--- src/rtl/bgr_quad_to_nv21_top_assert.svh ---
// Assertion macros for the BGR quad to NV21 converter.
// Expects a clock named clk and a reset named rst in the including scope.
`ifndef BGR_QUAD_TO_NV21_TOP_ASSERT_SVH
`define BGR_QUAD_TO_NV21_TOP_ASSERT_SVH

// same-cycle implication, checked at every edge out of reset
`define BQN_ASSERT_NOW(label, ante, cons) \
  label: assert property (@(posedge clk) disable iff (rst) (ante) |-> (cons)) \
    else $error("bgr_quad_to_nv21: same-cycle check failed");

// next-cycle implication, checked at every edge out of reset
`define BQN_ASSERT_NEXT(label, ante, cons) \
  label: assert property (@(posedge clk) disable iff (rst) (ante) |=> (cons)) \
    else $error("bgr_quad_to_nv21: next-cycle check failed");

`endif

--- src/rtl/bqn_pkg.sv ---
// Package for the BGR quad to NV21 converter: weights, widths, stage payloads.
// No dependencies.
`default_nettype none

package bqn_pkg;

  localparam int unsigned PIXELS = 4;

  localparam logic [15:0] LUMA_WR   = 16'd19595;
  localparam logic [15:0] LUMA_WG   = 16'd38470;
  localparam logic [15:0] LUMA_WB   = 16'd7471;
  localparam logic [23:0] LUMA_HALF = 24'd32768;

  localparam logic [15:0] CU_R = 16'd9634;
  localparam logic [15:0] CU_G = 16'd18940;
  localparam logic [15:0] CU_B = 16'd28574;
  localparam logic [15:0] CV_R = 16'd40305;
  localparam logic [15:0] CV_G = 16'd33751;
  localparam logic [15:0] CV_B = 16'd6554;

  localparam logic [27:0] CHROMA_OFFSET = 28'd33554432;

  typedef struct packed {
    logic [PIXELS-1:0][7:0] red;
    logic [PIXELS-1:0][7:0] green;
    logic [PIXELS-1:0][7:0] blue;
  } quad_t;

  typedef struct packed {
    logic [PIXELS-1:0][23:0] prod_r;
    logic [PIXELS-1:0][23:0] prod_g;
    logic [PIXELS-1:0][23:0] prod_b;
    logic [9:0]              sum_r;
    logic [9:0]              sum_g;
    logic [9:0]              sum_b;
  } stage1_t;

  typedef struct packed {
    logic [PIXELS-1:0][7:0] luma;
    logic [25:0]            cv_r;
    logic [25:0]            cv_g;
    logic [25:0]            cv_b;
    logic [25:0]            cu_r;
    logic [25:0]            cu_g;
    logic [25:0]            cu_b;
  } stage2_t;

  typedef struct packed {
    logic [7:0]             chroma_u;
    logic [7:0]             chroma_v;
    logic [PIXELS-1:0][7:0] luma;
  } result_t;

endpackage

`default_nettype wire

--- src/rtl/bqn_front.sv ---
// Stage 1: per-pixel luma products and four-pixel channel sums.
// Depends on bqn_pkg.
`default_nettype none

module bqn_front
  import bqn_pkg::*;
(
  input  logic    clk,
  input  logic    rst,
  input  logic    in_valid,
  output logic    in_ready,
  input  quad_t   in_data,
  output logic    out_valid,
  input  logic    out_ready,
  output stage1_t out_data
);

  stage1_t stage_next;

  always_comb begin
    stage_next = '0;
    for (int k = 0; k < PIXELS; k++) begin
      stage_next.prod_r[k] = 24'(in_data.red[k]) * 24'(LUMA_WR);
      stage_next.prod_g[k] = 24'(in_data.green[k]) * 24'(LUMA_WG);
      stage_next.prod_b[k] = 24'(in_data.blue[k]) * 24'(LUMA_WB);
    end
    stage_next.sum_r = 10'(in_data.red[0]) + 10'(in_data.red[1])
                     + 10'(in_data.red[2]) + 10'(in_data.red[3]);
    stage_next.sum_g = 10'(in_data.green[0]) + 10'(in_data.green[1])
                     + 10'(in_data.green[2]) + 10'(in_data.green[3]);
    stage_next.sum_b = 10'(in_data.blue[0]) + 10'(in_data.blue[1])
                     + 10'(in_data.blue[2]) + 10'(in_data.blue[3]);
  end

  assign in_ready = !out_valid || out_ready;

  always_ff @(posedge clk) begin
    if (rst) begin
      out_valid <= 1'b0;
    end else if (in_ready) begin
      out_valid <= in_valid;
    end
  end

  always_ff @(posedge clk) begin
    if (in_ready && in_valid) begin
      out_data <= stage_next;
    end
  end

endmodule

`default_nettype wire

--- src/rtl/bqn_mix.sv ---
// Stage 2: luma sums with rounding, chroma weight products.
// Depends on bqn_pkg.
`default_nettype none

module bqn_mix
  import bqn_pkg::*;
(
  input  logic    clk,
  input  logic    rst,
  input  logic    in_valid,
  output logic    in_ready,
  input  stage1_t in_data,
  output logic    out_valid,
  input  logic    out_ready,
  output stage2_t out_data
);

  stage2_t     stage_next;
  logic [23:0] luma_acc [PIXELS];

  always_comb begin
    stage_next = '0;
    for (int k = 0; k < PIXELS; k++) begin
      luma_acc[k] = in_data.prod_r[k] + in_data.prod_g[k] + in_data.prod_b[k] + LUMA_HALF;
      stage_next.luma[k] = luma_acc[k][23:16];
    end
    stage_next.cv_r = 26'(in_data.sum_r) * 26'(CV_R);
    stage_next.cv_g = 26'(in_data.sum_g) * 26'(CV_G);
    stage_next.cv_b = 26'(in_data.sum_b) * 26'(CV_B);
    stage_next.cu_r = 26'(in_data.sum_r) * 26'(CU_R);
    stage_next.cu_g = 26'(in_data.sum_g) * 26'(CU_G);
    stage_next.cu_b = 26'(in_data.sum_b) * 26'(CU_B);
  end

  assign in_ready = !out_valid || out_ready;

  always_ff @(posedge clk) begin
    if (rst) begin
      out_valid <= 1'b0;
    end else if (in_ready) begin
      out_valid <= in_valid;
    end
  end

  always_ff @(posedge clk) begin
    if (in_ready && in_valid) begin
      out_data <= stage_next;
    end
  end

endmodule

`default_nettype wire

--- src/rtl/bqn_clamp.sv ---
// Stage 3: chroma accumulation with offset, shift and clamp; output register.
// Depends on bqn_pkg.
`default_nettype none

module bqn_clamp
  import bqn_pkg::*;
(
  input  logic    clk,
  input  logic    rst,
  input  logic    in_valid,
  output logic    in_ready,
  input  stage2_t in_data,
  output logic    out_valid,
  input  logic    out_ready,
  output result_t out_data
);

  result_t     stage_next;
  logic [27:0] acc_v;
  logic [27:0] acc_u;

  function automatic logic [7:0] clamp_chroma(input logic [27:0] acc);
    logic [7:0] res;
    if (acc[27]) begin
      res = 8'd0;
    end else if (acc[26]) begin
      res = 8'd255;
    end else begin
      res = acc[25:18];
    end
    return res;
  endfunction

  always_comb begin
    acc_v = CHROMA_OFFSET + 28'(in_data.cv_r) - 28'(in_data.cv_g) - 28'(in_data.cv_b);
    acc_u = CHROMA_OFFSET + 28'(in_data.cu_b) - 28'(in_data.cu_r) - 28'(in_data.cu_g);
    stage_next.luma     = in_data.luma;
    stage_next.chroma_v = clamp_chroma(acc_v);
    stage_next.chroma_u = clamp_chroma(acc_u);
  end

  assign in_ready = !out_valid || out_ready;

  always_ff @(posedge clk) begin
    if (rst) begin
      out_valid <= 1'b0;
    end else if (in_ready) begin
      out_valid <= in_valid;
    end
  end

  always_ff @(posedge clk) begin
    if (in_ready && in_valid) begin
      out_data <= stage_next;
    end
  end

endmodule

`default_nettype wire

--- src/rtl/bgr_quad_to_nv21_top.sv ---
// Top level of the BGR quad to NV21 converter: three-stage pipeline.
// Depends on bqn_pkg, bqn_front, bqn_mix, bqn_clamp, bgr_quad_to_nv21_top_assert.svh.
//
//   channel | role   | payload
//   s_*     | input  | one 2x2 BGR block, 96 bits
//   m_*     | output | four luma, V, U, 48 bits
//
// One block enters per cycle unless a stall on m_tready holds the pipe; each result is registered
// in the three register stages in turn: products, sums, chroma clamp.
// Each stage holds its item while the next one is full, so a stall on m_tready
// fills the pipe and then drops s_tready; nothing is lost or repeated.
// Reset clears the stage valid bits and holds s_tready low.
`default_nettype none

module bgr_quad_to_nv21_top
  import bqn_pkg::*;
(
  input  logic        clk,
  input  logic        rst,
  input  logic        s_tvalid,
  output logic        s_tready,
  // per pixel TL, TR, BL, BR from the low bits up: blue, green, red (8 bits each)
  input  logic [95:0] s_tdata,
  output logic        m_tvalid,
  input  logic        m_tready,
  // luma_top_left, luma_top_right, luma_bottom_left, luma_bottom_right, chroma_v, chroma_u
  output logic [47:0] m_tdata
);

  quad_t   quad;
  stage1_t s1_data;
  stage2_t s2_data;
  result_t s3_data;
  logic    s1_ready;
  logic    s1_valid;
  logic    s2_valid;
  logic    s2_ready;
  logic    s3_ready;

  always_comb begin
    for (int k = 0; k < PIXELS; k++) begin
      quad.blue[k]  = s_tdata[24*k +: 8];
      quad.green[k] = s_tdata[24*k + 8 +: 8];
      quad.red[k]   = s_tdata[24*k + 16 +: 8];
    end
  end

  assign s_tready = s1_ready && !rst;

  bqn_front u_front (
    .clk       (clk),
    .rst       (rst),
    .in_valid  (s_tvalid),
    .in_ready  (s1_ready),
    .in_data   (quad),
    .out_valid (s1_valid),
    .out_ready (s2_ready),
    .out_data  (s1_data)
  );

  bqn_mix u_mix (
    .clk       (clk),
    .rst       (rst),
    .in_valid  (s1_valid),
    .in_ready  (s2_ready),
    .in_data   (s1_data),
    .out_valid (s2_valid),
    .out_ready (s3_ready),
    .out_data  (s2_data)
  );

  bqn_clamp u_clamp (
    .clk       (clk),
    .rst       (rst),
    .in_valid  (s2_valid),
    .in_ready  (s3_ready),
    .in_data   (s2_data),
    .out_valid (m_tvalid),
    .out_ready (m_tready),
    .out_data  (s3_data)
  );

  assign m_tdata = s3_data;

`include "bgr_quad_to_nv21_top_assert.svh"

  `BQN_ASSERT_NOW(a_full_blocks_input, s1_valid && s2_valid && m_tvalid && !m_tready, !s_tready)
  `BQN_ASSERT_NEXT(a_s1_moves_to_s2, s1_valid && s2_ready, s2_valid)
  `BQN_ASSERT_NEXT(a_s2_moves_to_out, s2_valid && s3_ready, m_tvalid)

endmodule

`default_nettype wire

--- config.mk ---
export PLATFORM = sky130hd
export DESIGN_NAME = bgr_quad_to_nv21_top
export DESIGN_NICKNAME = d
export VERILOG_FILES = /design/src/rtl/bqn_pkg.sv /design/src/rtl/bqn_front.sv /design/src/rtl/bqn_mix.sv /design/src/rtl/bqn_clamp.sv /design/src/rtl/bgr_quad_to_nv21_top.sv
export VERILOG_INCLUDE_DIRS = /design/src /design/src/rtl
export SDC_FILE = /design/constraint.sdc
export NUM_CORES = 2
export LEC_CHECK = 0
export BUFFER_PORTS_ARGS = -buffer_cell sky130_fd_sc_hd__buf_2
export CAP_MARGIN = 20
export CORE_UTILIZATION = 40
export CTS_BUF_LIST = sky130_fd_sc_hd__clkbuf_2 sky130_fd_sc_hd__clkbuf_4 sky130_fd_sc_hd__clkbuf_8
export CTS_CLUSTER_SIZE = 10
export DETAILED_ROUTE_END_ITERATION = 8
export GPL_ROUTABILITY_DRIVEN = 0
export GPL_TIMING_DRIVEN = 0
export HOLD_SLACK_MARGIN = 0.05
export SETUP_SLACK_MARGIN = 0.02
export SYNTH_ARGS = -nofsm -noshare
export SYNTH_HDL_FRONTEND = slang
export SYNTH_SLANG_ARGS = --single-unit
--- constraint.sdc ---
create_clock -name clk -period 19.3 [get_ports clk]
set_input_delay 3.86 -clock clk [delete_from_list [all_inputs] [get_ports clk]]
set_output_delay 3.86 -clock clk [all_outputs]
set_load 0.02 [all_outputs]
==> flow_summary_export.csv <==
group,metric,value,unit
yosys,avgSynthCellArea,11.1,um^2
grt,grt_usage,18.2,%
worst_setup_path,arrival,4.92,ns
clock_tree,clkLatencyLatePin,0.84,ns
placed_design,io_buffers,149,
sta,finalCriticalPeriod,8.78,ns
sta,max_freq,114,MHz
worst_setup_path,r2r_cells,16,
floorplanning,core_area,152000,um^2
floorplanning,rows,143,
clock_tree,h-tree-depth,3,
routing,wire_per_inst,17.1,um
clock_tree,clock_sink_count,516,
flow_run,cap_violations,0,
sta,fin_skew,0.0669,ns
sta,tightest_slew,0.946,ns
layout,area_growth,9.72,%
clock_tree,cts_tree,"done",
yosys,async_reset_ff_share,0,%
yosys,ys_seq_area_share,25.3,%
worst_setup_path,start_kind,"input pin",
worst_setup_path,cp_max_fo,5,
yosys,synthCells,5494,
sta,maxSlewViolCount,0,
worst_hold_path,hp-class,"reg -> reg",
routing,drt-initial-drc-count,1705,
clock_tree,cts_root_buf,"clkbuf_8",
worst_hold_path,whs_path_depth,0,
routing,via_count,39000,
routing,wl,135000,um
clock_tree,cts_hold_buf,0,
clock_tree,cts_max_path_buffers,3,
yosys,yosysUniqueCellTypes,74,
floorplanning,die_w,393,um
sta,slew_headroom,36.5,%
outcome,status,"complete, no violations",
sta,setup_ws,10.52,ns
floorplanning,start_util,40.3,%
routing,drc,0,
worst_setup_path,crit_path_end_kind,"output port",
sta,rsz0062_at_grt,"no",
layout,drive_above_1_share,6.54,%
sta,hold_ws,0.412,ns
sta,period_share,45.5,%
yosys,synth-edff-count,513,
grt,antenna_found_initial,27,
routing,viasPerCell,4.94,
sta,setup_violations,0,
floorplanning,io_pins,150,
clock_tree,cts.reportedPaths.clkPinSlew,0.06,ns
layout,fillers,14200,
yosys,synth-main-ff-cell,"edfxtp_1",
yosys,syn_area,61200,um^2
sta,hold_viol_final,0,
floorplanning,dieArea,154000,um^2
grt,grt_pass1_vias,41000,
clock_tree,postCtsSetupRepairBufs,0,
yosys,synth_nets,7581,
clock_tree,cts_resized,0,
layout,nNetsFinal,7850,
yosys,yosys_warnings,0,
floorplanning,die_h,393,um
grt,globalRouteOverflowTotal,0,
placed_design,detailedPlace.worstSlack,10.30,ns
layout,final_cell_mix,"ha_1 (1,371), inv_1 (1,062), fa_1 (616), edfxtp_1 (513), xnor2_1 (275)",
worst_setup_path,path_class,"in -> out",
clock_tree,numCtsBuffers,99,
routing,first_pass_iters,7,
routing,ant_nets,0,
yosys,ys_ff_latch,516,
placed_design,post-dp-hpwl,115000,um
grt,grt_max_degree,38,
layout,final_common_cell,"ha_1",
grt,grt_first_pass_wirelength,218000,um
worst_setup_path,crit_required,15.44,ns
-- metrics by stage --
stage | instance area (um^2) | setup TNS, ns | cells | utilization, %
floorplan | 61200 | 0 | 5494 | -
global placement | 64500 | -2376.65 | 7673 | 42.4
detailed placement | 64900 | 0 | 7692 | 42.7
CTS | 67100 | 0 | 7875 | 44.2
global route | 67100 | 0 | 7877 | 44.2
finish | 67100 | 0 | 7884 | 44.2
-- registers in the layout (all words and copies together), names as in the netlist --
signal / count
u_mix.out_data: 167
u_mix.out_valid: 1
u_front.out_valid: 1
u_front.out_data: 298
u_clamp.out_valid: 1
u_clamp.out_data: 48
-- cell families after synthesis --
logic type | count (synthesis) | synth area share, %
multiplexers | 5 | 0.0818
AND/OR/NAND/NOR | 712 | 5.69
AO/OA/AOI/OAI | 834 | 8.84
adder cells (fa/ha/maj) | 1987 | 48.2
buffers and inverters | 1065 | 6.54
XOR/XNOR | 375 | 5.37
flip-flops | 516 | 25.3
-- synth_stat cells (all sizes together), types with 7 or more instances --
cell type,number,area (um^2)
a211oi,32,245
a41oi,8,70.1
o21a,55,413
xor2,100,876
a21oi,263,1320
nor3b,7,52.6
a21o,101,758
nand4,14,87.6
and2,13,81.3
ha,1371,17200
o41ai,9,78.8
o211ai,14,105
nand2,129,484
nand3,65,325
or2,19,119
xnor2,275,2410
nor2,211,792
a211o,10,87.6
o31ai,12,90.1
nor2b,39,244
and3,36,230
a31oi,37,231
nor3,93,465
or3,22,138
inv,1062,3990
o21bai,70,526
a31o,13,114
a2111oi,9,91.3
o21ai,136,681
fa,616,12300
nand2b,35,219
a21boi,11,82.6
edfxtp,513,15400
-- per-layer routing --
metal	GRT usage [%]	part of all wire [%]
met3	3.00	4.3
met1	22.9	44
met5	0	0.10
met2	31.5	49
met4	6.22	3.1
-- final timing paths --
path,start,endpoint,slack (ns)
max,m_tready,s_tready,10.52
min,u_mix.out_data[173],u_clamp.out_data[17],0.41
max reg2reg,u_front.out_data[14],u_mix.out_data[49],13.03
min reg2reg,u_mix.out_data[173],u_clamp.out_data[17],0.41
-- final cells by class --
type | instances | area (um^2) | share of cell area, %
clock inverters | 60 | 626 | 0.932
plain buffers | 3 | 11.3 | 0.0168
clock buffers | 123 | 1570 | 2.34
inverters | 1062 | 3990 | 5.94
multi-input cells | 3913 | 41700 | 62.2
flip-flops and latches | 516 | 15500 | 23.0
diodes | 9 | 22.5 | 0.0336
well taps | 2030 | 2540 | 3.78
repair buffers | 168 | 1160 | 1.73
-- critical path: stages --
cell     delay, ns
buf_2         0.09
nor2b_1       0.43
and3_1        0.32
nor2_1        0.06
buf_2         0.15
Power is left out: the tool's default activity adds up to more than one toggle a clock period on the data nets, which glitch-free logic cannot reach.
